[src/rtl/psu_pkg.sv]
// ----------------------------------------------------------------------------
// psu_pkg
// Shared types and codes for the PNG scanline unfilter unit.
// ----------------------------------------------------------------------------
package psu_pkg;

  localparam int BYTE_W = 8;
  localparam int CFG_W  = 12;
  localparam int FILT_W = 3;

  // row filter codes; FILT_BAD marks a type byte above Paeth
  localparam logic [FILT_W-1:0] FILT_NONE  = 3'd0;
  localparam logic [FILT_W-1:0] FILT_SUB   = 3'd1;
  localparam logic [FILT_W-1:0] FILT_UP    = 3'd2;
  localparam logic [FILT_W-1:0] FILT_AVG   = 3'd3;
  localparam logic [FILT_W-1:0] FILT_PAETH = 3'd4;
  localparam logic [FILT_W-1:0] FILT_BAD   = 3'd5;

  // per-sample control passed from front to back
  typedef struct packed {
    logic [FILT_W-1:0] filter;
    logic              first_row;
    logic              row_start;
    logic              last;
  } psu_ctrl_t;

endpackage

[src/rtl/psu_in_if.sv]
// ----------------------------------------------------------------------------
// psu_in_if
// Filtered byte stream channel: valid/ready with one byte of payload.
// ----------------------------------------------------------------------------
interface psu_in_if;
  logic       valid;
  logic       ready;
  logic [7:0] filtered_byte;

  modport source (output valid, output filtered_byte, input ready);
  modport sink   (input valid, input filtered_byte, output ready);
endinterface

[src/rtl/psu_front.sv]
// ----------------------------------------------------------------------------
// psu_front
// Takes stream bytes, picks off filter type bytes and tags each sample
// with its line store column and row control for the back end.
// ----------------------------------------------------------------------------
module psu_front import psu_pkg::*; #(
  parameter int MAX_WIDTH   = 2048,
  parameter int PIXEL_BYTES = 4,
  parameter int COL_W       = 13
) (
  input  logic              clk,
  input  logic              rst,
  input  logic [CFG_W-1:0]  line_width,
  psu_in_if.sink            bytes_in,
  input  logic              q_full,
  output logic              q_push,
  output logic [BYTE_W-1:0] q_byte,
  output logic [COL_W-1:0]  q_col,
  output psu_ctrl_t         q_ctrl
);

  localparam int LINE_DEPTH = MAX_WIDTH * PIXEL_BYTES;
  localparam int LEN_W      = $clog2(LINE_DEPTH + 1);
  localparam int WW         = $clog2(MAX_WIDTH + 1);
  localparam int CW         = (CFG_W > WW) ? CFG_W : WW;

  logic [COL_W-1:0]  column;
  logic [FILT_W-1:0] row_filter;
  logic              awaiting;
  logic              first_row;
  logic              row_start;

  logic              accept;
  logic [CW-1:0]     w_in;
  logic [CW-1:0]     w_clamp;
  logic [LEN_W-1:0]  row_len;
  logic [COL_W-1:0]  col_eff;
  logic              last;

  assign bytes_in.ready = !q_full;
  assign accept         = bytes_in.valid && !q_full;

  always_comb begin
    w_in = CW'(line_width);
    if (w_in == '0) begin
      w_clamp = CW'(1);
    end else if (w_in > CW'(MAX_WIDTH)) begin
      w_clamp = CW'(MAX_WIDTH);
    end else begin
      w_clamp = w_in;
    end
    row_len = LEN_W'(w_clamp) * LEN_W'(PIXEL_BYTES);
    // a width cut mid-row ends the row at the new length
    if (LEN_W'(column) >= row_len) begin
      col_eff = COL_W'(row_len - LEN_W'(1));
    end else begin
      col_eff = column;
    end
    last = (LEN_W'(col_eff) + LEN_W'(1)) >= row_len;
  end

  assign q_push           = accept && !awaiting;
  assign q_byte           = bytes_in.filtered_byte;
  assign q_col            = col_eff;
  assign q_ctrl.filter    = row_filter;
  assign q_ctrl.first_row = first_row;
  assign q_ctrl.row_start = row_start;
  assign q_ctrl.last      = last;

  always_ff @(posedge clk) begin
    if (rst) begin
      column     <= '0;
      row_filter <= FILT_NONE;
      awaiting   <= 1'b1;
      first_row  <= 1'b1;
      row_start  <= 1'b1;
    end else if (accept) begin
      if (awaiting) begin
        row_filter <= (bytes_in.filtered_byte <= BYTE_W'(FILT_PAETH)) ?
                      FILT_W'(bytes_in.filtered_byte) : FILT_BAD;
        awaiting   <= 1'b0;
        column     <= '0;
        row_start  <= 1'b1;
      end else begin
        row_start <= 1'b0;
        if (last) begin
          column    <= '0;
          awaiting  <= 1'b1;
          first_row <= 1'b0;
        end else begin
          column <= col_eff + COL_W'(1);
        end
      end
    end
  end

endmodule

[src/flat_wrapper.sv]
// flat-port wrapper written by rule: the top's interface ports become plain ports
module psu_front_flat import psu_pkg::*;
#(
  parameter int MAX_WIDTH   = 2048,
  parameter int PIXEL_BYTES = 4,
  parameter int COL_W       = 13
)
  (clk, rst, line_width, q_full, q_push, q_byte, q_col, q_ctrl, bytes_in_valid, bytes_in_filtered_byte, bytes_in_ready);
  psu_in_if bytes_in_i ();
  input  logic clk;
  input  logic rst;
  input  logic [CFG_W-1:0] line_width;
  input  logic q_full;
  output logic q_push;
  output logic [BYTE_W-1:0] q_byte;
  output logic [COL_W-1:0] q_col;
  output psu_ctrl_t q_ctrl;
  input wire logic [$bits(bytes_in_i.valid)-1:0] bytes_in_valid;
  input wire logic [$bits(bytes_in_i.filtered_byte)-1:0] bytes_in_filtered_byte;
  output wire logic [$bits(bytes_in_i.ready)-1:0] bytes_in_ready;
  assign bytes_in_i.valid = bytes_in_valid;
  assign bytes_in_i.filtered_byte = bytes_in_filtered_byte;
  assign bytes_in_ready = bytes_in_i.ready;
  psu_front #(.MAX_WIDTH(MAX_WIDTH), .PIXEL_BYTES(PIXEL_BYTES), .COL_W(COL_W)) u_core (.clk(clk), .rst(rst), .line_width(line_width), .bytes_in(bytes_in_i), .q_full(q_full), .q_push(q_push), .q_byte(q_byte), .q_col(q_col), .q_ctrl(q_ctrl));
endmodule
[config.mk]
export PLATFORM = sky130hd
export DESIGN_NAME = psu_front_flat
export DESIGN_NICKNAME = d
export VERILOG_FILES = /design/src/rtl/psu_pkg.sv /design/src/rtl/psu_in_if.sv /design/src/rtl/psu_front.sv /design/src/flat_wrapper.sv
export SDC_FILE = /design/constraint.sdc
export NUM_CORES = 1
export LEC_CHECK = 0
export BUFFER_PORTS_ARGS = -buffer_cell sky130_fd_sc_hd__buf_2
export CORE_MARGIN = 5
export CORE_UTILIZATION = 35
export CTS_CLUSTER_DIAMETER = 80
export DETAILED_ROUTE_END_ITERATION = 10
export GPL_TIMING_DRIVEN = 0
export PLACE_DENSITY = 0.58
export SETUP_SLACK_MARGIN = 0.2
export SLEW_MARGIN = 20
export SYNTH_ARGS = -nofsm -noshare
export SYNTH_HDL_FRONTEND = slang
export SYNTH_SLANG_ARGS = --single-unit
export TNS_END_PERCENT = 20
[constraint.sdc]
create_clock -name clk -period 12.9 [get_ports clk]
set_input_delay 0.645 -clock clk [delete_from_list [all_inputs] [get_ports clk]]
set_output_delay 0.645 -clock clk [all_outputs]
set_load 0.02 [all_outputs]
==> results.json <==
{
  "core-area_um2": 6390,
  "mostFrequentLayoutCells": "buf_2 (53), nor2_1 (32), ha_1 (25)",
  "cts_buffers": 3,
  "reg2regPathDepth": 24,
  "syn_inst": 303,
  "grt_pass1_wl_um": 11900,
  "diodes": 0,
  "fin_util_pct": 42.2,
  "postCtsSetupBuffers": 0,
  "crit_family": "simple AND/OR/NAND/NOR gates",
  "path_clk_slew_ns": 0.08,
  "crit_path_end_kind": "output port",
  "ys_seq_area_share_pct": 16.5,
  "hold_class": "reg2reg",
  "layout.nets": 408,
  "path_common_cell": "ha_1",
  "hold_end": "u_core.row_start",
  "topRoutingLayerUsed": "met4",
  "cts_tree": "yes",
  "gr-total-overflow": 0,
  "hold_viol": 0,
  "antenna_found_initial": 0,
  "cp.arrival_ns": 6.69,
  "grt_usage_pct": 16.8,
  "placementRows": 29,
  "setup_viol": 0,
  "synth_area_per_cell_um2": 7.59,
  "cpPeakStageDelay_ns": 0.61,
  "status": "completed",
  "area_growth_pct": 17.3,
  "clk-insertion-delay-late_ns": 0.27,
  "die_area_um2": 8290,
  "maxClockFrequency_mhz": 136,
  "met3_length_um": 527,
  "ys_ff_latch": 19,
  "fill_cells": 671,
  "drt-met1-wl_um": 3320,
  "path_buf_inv": 6,
  "grt_max_degree": 12,
  "fin_worst_skew_ns": 0.00540,
  "slew_viol_final": 0,
  "htree_levels": 1,
  "synth.distinct_cells": 65,
  "syn-num-nets": 352,
  "async_flop_share_pct": 0,
  "final.period_utilization_pct": 56.8,
  "clockBufferDepth": 2,
  "crit_slowest_cell": "nor4_1",
  "cp_max_fo": 10,
  "globalplace.congestion": 0.894,
  "drc": 0,
  "cts_hold_buffers": 0,
  "dp_hpwl_um": 5700,
  "yosysWarnings": 0,
  "ant_nets": 0,
  "synthesis.area_um2": 2300,
  "setup_tns_ns": 0,
  "ir_drop_mv": 0.0627,
  "start_util_pct": 36.0,
  "required_ns": 12.26,
  "crit_path_start_kind": "input pin",
  "root_buffer": "clkbuf_8",
  "path_class": "in2out",
  "wire_per_inst_um": 16.3,
  "maxSlewHeadroom_pct": 39.1,
  "max_slew.worst_pin.slew_ns": 0.913,
  "dieWidth_um": 91.0,
  "die_h_um": 91.0,
  "synthFlopType": "dfxtp_1",
  "wirelength_um": 7080,
  "leakagePower_uw": 0.00126,
  "layout_commonest_cell": "buf_2",
  "io_pins": 53,
  "r2r_slack_ns": 6.87,
  "first_global_vias": 2494,
  "dr.pass1.iters": 4,
  "crit-reg2reg-launch": "u_core.column[2]",
  "synth-edff-count": 0,
  "vias": 2494,
  "rr_endpoint": "u_core.column[5]",
  "route.met2.wl_um": 3130,
  "cp.depth": 26,
  "clock_sinks": 19,
  "rsz0062_at_grt": "no",
  "p_per_area_nw_per_um2": 58.5,
  "period_minus_slack_ns": 7.33,
  "drt_iter0_drc": 159,
  "hold_start": "u_core.row_start",
  "viasPerCell": 5.73,
  "port_buffers": 51,
  "max_cap_violations": 0,
  "final_layout_size_suffix_gt1_share_pct": 23.2,
  "post_cts_resized": 0,
  "hold_depth": 1
}
==> Yosys cell counts, drive strengths merged, types with 7 or more instances <==
cell type,instances,area [µm²]
nand3,13,70.1
nor3,8,40.0
a211oi,7,65.1
nand2,22,82.6
a21o,8,60.1
a21oi,14,70.1
nor2,32,120
ha,25,313
inv,17,63.8
o21ai,19,95.1
dfxtp,19,380
buf,13,92.6
==> per-layer routing <==
metal  track usage [%]  vias to the layer above
met4              5.01                        0
met5                 0                        -
met3              2.89                        9
met2              27.6                       85
li1                  -                     1247
met1              22.5                     1153
==> registers in the layout, indices dropped and copies added (netlist names) <==
name               cells
u_core.awaiting        1
u_core.column         13
u_core.first_row       1
u_core.row_filter      3
u_core.row_start       1
==> cell families (layout without fill, tap and decap cells) <==
kind of cell               after synthesis  count (layout)  share of synthesized area, %
and+or+nand+nor                        110             110                          24.4
AOI/OAI and AO/OA                       97              97                          31.2
buffers and inverters                   36              91                          7.78
adders and majority gates               25              25                          13.6
DFF                                     19              19                          16.5
xor gates and xnor gates                11              11                          4.19
muxes                                    5               5                          2.23
==> cell type report <==
type | count | area [µm²] | share of cell area (%)
clock inverter | 1 | 5.00 | 0.186
tap | 77 | 96.3 | 3.57
multi-input combinational | 248 | 1740 | 64.5
clock buffer | 3 | 41.3 | 1.53
timing repair buffer | 51 | 255 | 9.47
sequential | 19 | 380 | 14.1
buffer | 19 | 115 | 4.27
inverter | 17 | 63.8 | 2.37
==> report_power, final <==
part | total, µW | switching [µW] | internal, µW
Sequential | 60.3 | 0.657 | 59.6
Clock | 44.3 | 22.8 | 21.6
Combinational | 53.1 | 32.6 | 20.4
Total | 158 | 56.1 | 102
==> worst register-to-register path, stage by stage (launching register included) <==
cell	delay, ns
dfxtp_1	0.42
inv_1	0.08
ha_1	0.27
nor4bb_1	0.30
nor3_1	0.13
o32a_1	0.27
nand2_1	0.33
clkbuf_1	0.46
nor2_1	0.14
inv_1	0.09
ha_1	0.26
nand2_1	0.11
nor3_1	0.24
o2bb2a_4	0.21
or3_1	0.39
and2_1	0.17
ha_1	0.19
a21o_1	0.17
a21o_1	0.17
a221oi_1	0.33
o211a_1	0.30
nor2b_1	0.15
clkbuf_1	0.45
a31oi_1	0.16
o2bb2ai_1	0.16
==> through the flow <==
step / setup WS [ns] / power, µW / cells / hold slack (ns) / area (µm²)
2_1_floorplan: 6.81 / 96.6 / 303 / 0.428 / 2300
3_3_place_gp: 5.49 / 114 / 431 / 0.449 / 2650
3_5_place_dp: 5.45 / 114 / 431 / 0.446 / 2650
4_1_cts: 5.57 / 159 / 435 / 0.475 / 2700
5_1_grt: 4.98 / 168 / 435 / 0.496 / 2700
6_report: 5.57 / 158 / 435 / 0.478 / 2700
==> worst max-delay path by stage <==
stage	from	end	slack [ns]
after floorplan	line_width[8]	q_ctrl[0]	6.81
after global placement	line_width[8]	u_core.column[5]	5.49
after detailed placement	line_width[8]	u_core.column[5]	5.45
after CTS	line_width[8]	q_ctrl[0]	5.57
after global routing	line_width[8]	q_ctrl[0]	4.98
final	line_width[5]	q_ctrl[0]	5.57
(Power assumes the default switching activity.)
