**src/rtl/psu_queue.sv**
```systemverilog
// ----------------------------------------------------------------------------
// psu_queue
// Two-entry request queue between front and back.
// ----------------------------------------------------------------------------
module psu_queue #(
  parameter int DW = 16
) (
  input  logic          clk,
  input  logic          rst,
  input  logic          push,
  input  logic [DW-1:0] push_data,
  output logic          full,
  input  logic          pop,
  output logic [DW-1:0] pop_data,
  output logic          empty
);

  logic [DW-1:0] slots [2];
  logic          wr_ptr;
  logic          rd_ptr;
  logic [1:0]    count;

  assign full     = (count == 2'd2);
  assign empty    = (count == 2'd0);
  assign pop_data = slots[rd_ptr];

  always_ff @(posedge clk) begin
    if (push) begin
      slots[wr_ptr] <= push_data;
    end
  end

  always_ff @(posedge clk) begin
    if (rst) begin
      wr_ptr <= 1'b0;
      rd_ptr <= 1'b0;
      count  <= 2'd0;
    end else begin
      if (push) begin
        wr_ptr <= !wr_ptr;
      end
      if (pop) begin
        rd_ptr <= !rd_ptr;
      end
      if (push && !pop) begin
        count <= count + 2'd1;
      end else if (pop && !push) begin
        count <= count - 2'd1;
      end
    end
  end

endmodule

```
**config.mk**
```make
export PLATFORM = sky130hd
export DESIGN_NAME = psu_queue
export DESIGN_NICKNAME = d
export VERILOG_FILES = /design/src/rtl/psu_queue.sv
export SDC_FILE = /design/constraint.sdc
export NUM_CORES = 1
export LEC_CHECK = 0
export ABC_AREA = 1
export BUFFER_PORTS_ARGS = -buffer_cell sky130_fd_sc_hd__buf_2
export CAP_MARGIN = 20
export CORE_MARGIN = 10
export CORE_UTILIZATION = 33
export CTS_CLUSTER_SIZE = 28
export DETAILED_ROUTE_END_ITERATION = 10
export PLACE_DENSITY_LB_ADDON = 0.1
export SLEW_MARGIN = 10
export SYNTH_ARGS = -nofsm -noshare
export SYNTH_HDL_FRONTEND = slang
export SYNTH_SLANG_ARGS = --single-unit
```
**constraint.sdc**
```tcl
create_clock -name clk -period 1.8 [get_ports clk]
set_input_delay 0.27 -clock clk [delete_from_list [all_inputs] [get_ports clk]]
set_output_delay 0.27 -clock clk [all_outputs]
set_load 0.02 [all_outputs]
```
==> results of run 1 <==
==> worst max-delay path: stages, from the launching register on <==
cell     delay, ns
dfxtp_2       0.40
buf_4         0.21
mux2_4        0.31
buf_2         0.16
==> cell usage in the layout, fill, tap and decap left out, types with 4 or more instances in the layout <==
cell,synthesis,final
buf_2,0,37
buf_4,0,5
clkbuf_8,0,6
dfxtp_1,5,4
edfxtp_1,32,32
inv_1,9,9
mux2_2,6,6
mux2_4,10,10
nand2_1,5,5
nor2_1,7,6
==> how the worst max path moves through the flow <==
stage,startpoint,endpoint,cells after the start
floorplan,wr_ptr,slots[0][0],1
global placement,flop,pop_data[5],3
detailed placement,flop,pop_data[14],3
CTS,flop,pop_data[1],3
global route,flop,pop_data[14],3
finish,flop,pop_data[14],3
==> cells by family (layout without fill, tap and decap cells) <==
logic type      count (synthesis)  in the layout
mux                            16             16
xor+xnor                        1              1
buf+inv                        11             59
simple gates                   15             15
fa+ha+maj                       1              1
compound gates                  2              2
flops                          37             37
==> repair_timing <==
action | in CTS | in global routing
resized for setup | 0 | 1
hold buffers | 0 | 0
endpoints found under the setup margin | 0 | 13
==> sequential cells by signal (all words and copies together), names as in the netlist, named ones only <==
name    flops
count       2
slots      32
wr_ptr      1
rd_ptr      1
==> per-layer routing <==
layer	track usage	wire [um]	vias up
li1	-	-	391
met1	0.0792	1090	372
met2	0.119	1370	26
met3	0.0473	251	4
met4	0.0359	36	0
met5	0	0	-
==> per-stage QoR <==
stage | cell area, sq um | utilization | setup WS (ns) | power (mW) | hold slack [ns]
after floorplan | 1440 | - | 0.394 | 1.21 | 0.342
after global placement | 1690 | 0.411 | 0.396 | 1.29 | 0.459
after detailed placement | 1690 | 0.411 | 0.359 | 1.30 | 0.461
after CTS | 1780 | 0.434 | 0.0433 | 1.87 | 0.165
after global routing | 1790 | 0.434 | 0.0864 | 1.96 | 0.153
final | 1790 | 0.434 | 0.160 | 1.85 | 0.172
==> power groups by stage <==
stage / Combinational [mW] / Clock, mW / Sequential [mW]
finish: 0.269 / 0.577 / 1.01
global route: 0.296 / 0.652 / 1.01
CTS: 0.276 / 0.592 / 1.01
detailed placement: 0.275 / 0 / 1.03
global placement: 0.269 / 0 / 1.02
floorplan: 0.189 / 0 / 1.02
==> cell type report <==
type | instances | area [sq um]
clock inverter | 2 | 8.76
clock buffer | 6 | 82.6
timing repair buffer | 42 | 223
tap | 50 | 62.6
fill | 380 | 2330
inverter | 9 | 33.8
multi-input combinational | 35 | 313
sequential | 37 | 1060
==> reports/metrics.cfg, run 1 <==
[hold_path]
hold_depth=1
holdCritPathClass=input pin to flop
hold_start=push_data[8]
min_to=slots[1][8]

[global_routing]
grt_overflow=0
grt_start_max_net_pins=12
antenna_found_initial=0
grt_pass1_vias=823
grt_usage=0.0763
grt_pass1_wl_um=4190

[pwr]
vdd_drop_max_uv=368
intPower_mw=1.41
power_switching_uw=443
powerDensity_nw_per_um2=1040
power_frac_seq=0.543
power_frac_comb=0.145
pwr-share-clk=0.312
switching_share=0.239
p_leak_nw=0.748

[detailed_routing]
vias=793
ant_nets=0
drcViolationCount=0
drtIter0Drc=71
dr.pass1.iters=4
routed_wl_um=2750
via_per_inst=4.38
wl_per_cell_um=15.2

[floorplan]
start_util=0.349
io_pins=38
die_width_um=86.0
die-height_um=86.0
core-area_sq_um=4120
rows=23
dieArea_sq_um=7390

[clocking]
clock-sinks=37
clockBufferDepth=2
path_clk_slew_ns=0.07
worstSkewPairLatency_ns=0.28
cts_made_buffers=5
htree_levels=2
cts_tree=built
clockRootBuffer=clkbuf_8
cts_setup_buffers=0

[timing]
slew_headroom=0.781
worstMarginPinSlew_ns=0.328
tns_ns=0
clock_skew_ns=0.00218
fin_crit_sh=0.911
rsz0062_at_grt=no
hold_violations=0
setup_viol=0
finalMaxSlewViolations=0
fmaxAchievable_ghz=0.610
min_period_ns=1.64

[placed_design]
dpl.cell_count=173
hpwl_um=2050
portBuffers=37
routabilityCongestion=0.615

[synthesis]
synth.most_common_cell=edfxtp_1
synth_edf_count=32
synth_ff_type=edfxtp_1
synth-seq-cells=37
synth-compound-area-share=0.00697
syn_avg_cell_area_sq_um=17.3
synthMuxAreaShare=0.152
synth_seq_area_share=0.739
async_reset_ff_frac=0
synth-simple-area-share=0.0427
synth.area.top_cells=edfxtp_1 67%, mux2_4 10%, dfxtp_1 7.0%, mux2_2 4.7%, inv_1 2.4%
yosysWarnings=0
synth_cell_types=16
synth_nets=104
syn_inst=83
ys_top_cells_by_count=32 x edfxtp_1, 10 x mux2_4, 9 x inv_1
syn_area_sq_um=1440
synth_adder_area_share=0.00871
synth_top_family_by_area=multiplexers
synthXorXnorAreaFrac=0.00610
synth_top_area_share=0.669
yosys.area.top_type=edfxtp_1

[final_layout]
diodes=0
fin_cells=181
area_growth_pct=24.3
final_layout_size_suffix_gt1_frac=0.511
nets=151

[setup_path]
worstPathArrival_ns=1.37
worst_r2r_path_depth=3
crit_fanout=7
endpoint_kind=primary output
cp.required_ns=1.53
ff2ff_setup_slack_ns=0.56
worst-setup-path-type=flop to primary output
worstReg2RegStart=wr_ptr
r2r_end=slots[1][0]
worstSetupStartpointType=flop

[job]
maxCapViolCount=0

[run_status]
status=completed

(Power assumes the default switching activity.)
==> run 2: changes to the inputs <==
--- a/config.mk
+++ b/config.mk
@@ -6,7 +6,7 @@
 export NUM_CORES = 1
 export LEC_CHECK = 0
 export ABC_AREA = 1
-export BUFFER_PORTS_ARGS = -buffer_cell sky130_fd_sc_hd__buf_2
+export BUFFER_PORTS_ARGS = -buffer_cell sky130_fd_sc_hd__buf_4
 export CAP_MARGIN = 20
 export CORE_MARGIN = 10
 export CORE_UTILIZATION = 33
==> run 2 against run 1 <==
  * Count of clock-buffer cells in the layout unchanged
  * Non-clock buffer count stayed put
  * Clock skew up 0.0032 ns
  * Sequential share of layout area is 2.7 points lower
  * Setup slack better by 0.0049 ns
  * Core utilization grew 2.0 points
  * Worst hold slack worse by 0.0074 ns
  * Fmax rose by 0.30%
  * Critical path depth unchanged
  * Largest cell class unchanged
  * Largest power group unchanged
==> reports/metrics.cfg, run 2 (synthesized netlist as in run 1, its figures left out) <==
[final_layout]
final_common_cell=buf_4
nets=151  ; unchanged
fin_util=0.454  ; +0.0204
regMostFlops=slots
final_layout_size_suffix_gt1_frac=0.511  ; unchanged
area_growth_pct=30.1
multi_input_comb_area_sq_um=313  ; unchanged
fillers=394  ; +3.7%
diodes=0  ; unchanged
largest_reg_flops=32  ; unchanged
ff_latch_area_sq_um=1060  ; unchanged
largestRegisters=slots: 32 flops, count: 2 flops
final_cell_mix=42 x buf_4, 32 x edfxtp_1, 10 x mux2_4, 9 x inv_1

[detailed_routing]
via_per_inst=4.33  ; -1.3%
vias=783  ; -1.3%
routed_wl_um=2620  ; -4.9%
dr.pass1.iters=2  ; -2
drcViolationCount=0  ; unchanged
drtIter0Drc=28  ; -61%
ant_nets=0  ; unchanged
wl_per_cell_um=14.4  ; -4.9%

[hold_path]
min_to=rd_ptr
hold_depth=2  ; +1
hold_start=rst
holdCritPathClass=input pin to flop

[pwr]
powerDensity_nw_per_um2=988  ; -4.8%
vdd_drop_max_uv=414  ; +12%
p_leak_nw=0.776  ; +3.7%

[setup_path]
worstReg2RegStart=wr_ptr
worst_r2r_path_depth=3  ; unchanged
crit_chain=buf_4 -> mux2_4 -> buf_4
crit_path_frequent_cell=buf_4
cpMaxStageDelayCell=dfxtp_2
crit_fanout=7  ; unchanged
cp.depth=3  ; unchanged
crit_family=flip-flops
endpoint_kind=primary output
critical_path_buf_inv_count=2  ; unchanged
r2r_end=slots[1][3]
worst-setup-path-type=flop to primary output
cp.required_ns=1.53  ; about the same
worstSetupStartpointType=flop
max_stage_delay_ns=0.40  ; about the same
ff2ff_setup_slack_ns=0.58  ; +0.02 ns
worstPathArrival_ns=1.37  ; about the same

[run_status]
status=completed

[placed_design]
hpwl_um=2010  ; -2.1%
post-place-ws_ns=0.365  ; +0.00564 ns
portBuffers=37  ; unchanged
routabilityCongestion=0.628  ; +2.1%

[clocking]
cts_made_buffers=5  ; unchanged
worstSkewPairLatency_ns=0.28  ; about the same
htree_levels=2  ; unchanged
cts_tree=built
clockBufferDepth=2  ; unchanged
clockRootBuffer=clkbuf_8
clock-sinks=37  ; unchanged
path_clk_slew_ns=0.07  ; about the same

[floorplan]
die-height_um=86.0  ; unchanged
dieArea_sq_um=7390  ; unchanged
start_util=0.349  ; unchanged
core-area_sq_um=4120  ; unchanged
rows=23  ; unchanged
io_pins=38  ; unchanged
die_width_um=86.0  ; unchanged

[timing]
slew_headroom=0.804  ; +0.0225
min_period_ns=1.64  ; -0.00486 ns
fin_crit_sh=0.908  ; -0.00270
finalMaxSlewViolations=0  ; unchanged
tns_ns=0  ; unchanged
setup_viol=0  ; unchanged
fmaxAchievable_ghz=0.612  ; +0.30%
clock_skew_ns=0.00539  ; +0.00321 ns
setup_slack_ns=0.165  ; +0.00486 ns
hold_violations=0  ; unchanged
rsz0062_at_grt=no
worstMarginPinSlew_ns=0.294  ; -0.0336 ns

[global_routing]
grt_pass1_vias=813  ; -1.2%
grt_overflow=0  ; unchanged
grt_pass1_wl_um=4130  ; -1.3%
antenna_found_initial=0  ; unchanged
grt_start_max_net_pins=12  ; unchanged
grt_usage=0.0737  ; -0.00255

[job]
maxCapViolCount=0  ; unchanged

[run 2: routing by layer]
metal | vias up | part of all wire | wire length (um) | track usage
li1 | 388 | - | - | -
met1 | 368 | 0.40 | 1050 | 0.0792
met2 | 22 | 0.50 | 1310 | 0.111
met3 | 5 | 0.081 | 212 | 0.0435
met4 | 0 | 0.019 | 50 | 0.0404
met5 | - | 0 | 0 | 0
[run 2: layout make-up]
| cell class | count | area share |
|---|---|---|
| Tap cell | 50 | 0.0335 |
| Clock buffer | 6 | 0.0388 |
| Timing Repair Buffer | 42 | 0.169 |
| Multi-Input combinational cell | 35 | 0.167 |
| Clock inverter | 2 | 0.00535 |
| Inverter | 9 | 0.0181 |
| Sequential cell | 37 | 0.568 |
[run 2: worst max path at each step]
stage                      start      endpoint  slack, ns
after global placement      flop   pop_data[7]       0.39
after detailed placement    flop  pop_data[14]       0.36
final                       flop  pop_data[11]       0.16
after floorplan           wr_ptr   slots[0][0]       0.39
after global routing        flop   pop_data[7]       0.10
after CTS                   flop  pop_data[14]       0.04
[run 2: power breakdown]
part	switching, mW	internal [mW]	leakage, nW
combinational	0.149	0.155	0.389
clock	0.267	0.268	0.0450
sequential	0.0198	0.987	0.342
[run 2: through the flow]
stage	cell area (sq um)	power (mW)	hold WS (ns)	std cells
floorplan	1440	1.21	0.342	83
global placement	1790	1.33	0.456	173
detailed placement	1790	1.34	0.458	173
CTS	1870	1.88	0.154	181
global route	1870	1.94	0.150	181
finish	1870	1.85	0.164	181
[run 2: worst reg2reg max path: cells and delay by family, from the launching register on]
| family | cells | cell delay [ns] |
|---|---|---|
| flops | 1 | 0.37 |
| simple gates | 1 | 0.06 |
| buf+inv | 2 | 0.49 |
[run 2: timing repair]
action	CTS	global route
buffers inserted	0	0
resized for setup	0	1
hold buffers	0	0
endpoints found under the setup margin	0	8
hold endpoints to repair	0	0
==> run 3: changes to the inputs <==
--- a/config.mk
+++ b/config.mk
@@ -9,7 +9,7 @@
 export BUFFER_PORTS_ARGS = -buffer_cell sky130_fd_sc_hd__buf_4
 export CAP_MARGIN = 20
 export CORE_MARGIN = 10
-export CORE_UTILIZATION = 33
+export CORE_UTILIZATION = 51
 export CTS_CLUSTER_SIZE = 28
 export DETAILED_ROUTE_END_ITERATION = 10
 export PLACE_DENSITY_LB_ADDON = 0.1
==> run 3 against run 2 <==
  * Critical path depth stayed put
  * Sequential cell count stayed put
  * Power is 6.7% lower
  * Wire length is 5.8% lower
  * Global-route usage is 2.1 points higher
  * Core utilization is 21 points higher
  * Fmax hardly changed
  * Worst hold slack worse by 0.055 ns
  * First-iteration DRC count is 29% lower
  * Sequential share of layout area is 1.7 points higher
  * Sequential power hardly changed
==> reports/metrics.cfg, run 3 (synthesized netlist as in run 1, its figures left out) <==
[setup_path]
critical_path_buf_inv_count=2  ; unchanged
max_stage_delay_ns=0.34  ; -0.06 ns
worstPathArrival_ns=1.37  ; about the same
cp.required_ns=1.53  ; about the same
worstSetupStartpointType=flop
worst-setup-path-type=flop to primary output
crit_path_frequent_cell=buf_4
worstReg2RegStart=wr_ptr
endpoint_kind=primary output
crit_family=buffers and inverters
ff2ff_setup_slack_ns=0.58  ; about the same
crit_fanout=9  ; +2
crit_chain=buf_4 -> mux2_4 -> buf_4
cpMaxStageDelayCell=dfxtp_1

[timing]
fin_crit_sh=0.909  ; about the same
finalMaxSlewViolations=0  ; unchanged
clock_skew_ns=0.00424  ; -0.00115 ns
slew_headroom=0.783  ; -0.0207
fmaxAchievable_ghz=0.611  ; about the same
rsz0062_at_grt=no
fin_hold_ws_ns=0.109  ; -0.0551 ns
worstMarginPinSlew_ns=0.325  ; +0.0310 ns
tns_ns=0  ; unchanged
hold_violations=0  ; unchanged
min_period_ns=1.64  ; +0.00123 ns
setup_viol=0  ; unchanged
setup_slack_ns=0.164  ; -0.00123 ns

[detailed_routing]
drtIter0Drc=20  ; -29%
dr.pass1.iters=4  ; +2
ant_nets=0  ; unchanged
vias=787  ; +0.51%
drcViolationCount=0  ; unchanged
wl_per_cell_um=15.2  ; +5.3%
via_per_inst=4.86  ; +12%
routed_wl_um=2460  ; -5.8%

[clocking]
hold_buffers=0  ; unchanged
clockRootBuffer=clkbuf_4
worstSkewPairLatency_ns=0.34  ; +0.06 ns
cts_made_buffers=5  ; unchanged
htree_levels=2  ; unchanged
cts_tree=built
post_cts_resized=0  ; unchanged
clock-sinks=37  ; unchanged
cts_setup_buffers=0  ; unchanged
clockBufferDepth=2  ; unchanged
path_clk_slew_ns=0.11  ; +0.04 ns

[final_layout]
final_cell_mix=42 x buf_4, 32 x edfxtp_1, 10 x mux2_4, 9 x inv_1, 7 x nor2_1
regMostFlops=slots
largestRegisters=slots: 32 flops, count: 2 flops
multi_input_comb_area_sq_um=310  ; -0.80%
largest_reg_flops=32  ; unchanged
fin_cells=162  ; -10%
final_layout_size_suffix_gt1_frac=0.504  ; -0.00763
ff_latch_area_sq_um=1060  ; -0.12%
diodes=0  ; unchanged
area_growth_pct=26.3
final_common_cell=buf_4
fillers=189  ; -52%
nets=151  ; unchanged

[hold_path]
holdCritPathClass=input pin to flop
hold_start=rst

[pwr]
power_frac_comb=0.177  ; +0.012
switching_share=0.253  ; +0.0166
vdd_drop_max_uv=763  ; +84%
power_frac_seq=0.582  ; +0.037
intPower_mw=1.29  ; -8.7%
p_leak_nw=0.761  ; -1.8%
pwr-share-clk=0.241  ; -0.049
powerDensity_nw_per_um2=950  ; -3.8%
power_switching_uw=435  ; -0.11%

[placed_design]
hpwl_um=1900  ; -5.4%
routabilityCongestion=0.631  ; +0.51%
portBuffers=37  ; unchanged
post-place-ws_ns=0.530  ; +0.166 ns
dpl.cell_count=154  ; -11%

[global_routing]
grt_pass1_wl_um=3720  ; -10%
grt_overflow=0  ; unchanged
grt_pass1_vias=816  ; +0.37%
grt_start_max_net_pins=13  ; +1
grt_usage=0.0944  ; +0.0207
antenna_found_initial=0  ; unchanged

[floorplan]
start_util=0.525  ; +0.176
die_width_um=73.1  ; -15%
die-height_um=73.1  ; -15%
io_pins=38  ; unchanged
rows=19  ; -17%
core-area_sq_um=2730  ; -34%
dieArea_sq_um=5340  ; -28%

[run_status]
status=completed

[job]
maxCapViolCount=0  ; unchanged

==> run 3: worst paths after layout <==
check	endpoint	depth (start not counted)
worst min register to register	count[0]	2
worst max-delay path	pop_data[1]	3
worst min-delay path	rd_ptr	2
worst max register to register	slots[1][14]	3
==> run 3: cell type report <==
cell class                      count  area share
Clock inverter                      3     0.00966
Clock buffer                        5      0.0207
Sequential cell                    37       0.585
Multi-Input combinational cell     35       0.171
Tap cell                           31      0.0214
Timing Repair Buffer               42       0.174
Inverter                            9      0.0186
==> run 3: power groups by stage <==
stage	Clock [mW]	Combinational, mW	Sequential (mW)
global route	0.467	0.327	1.01
global placement	0	0.305	1.02
detailed placement	0	0.310	1.02
finish	0.416	0.305	1.00
CTS	0.435	0.310	1.00
floorplan	0	0.189	1.02
==> run 3: metrics by stage <==
step | util | power [mW] | cell area (sq um)
2_1_floorplan | - | 1.21 | 1440
3_3_place_gp | 0.643 | 1.32 | 1760
3_5_place_dp | 0.643 | 1.33 | 1760
4_1_cts | 0.664 | 1.75 | 1810
5_1_grt | 0.664 | 1.80 | 1810
6_report | 0.664 | 1.72 | 1810
==> run 3: metal layers <==
layer / part of all wire / routed length, um / vias to the layer above / track usage
met4: 0.019 / 48 / 0 / 0.0506
met2: 0.47 / 1160 / 33 / 0.143
met5: 0 / 0 / - / 0
met1: 0.40 / 992 / 360 / 0.0929
li1: - / - / 390 / -
met3: 0.11 / 261 / 4 / 0.0680
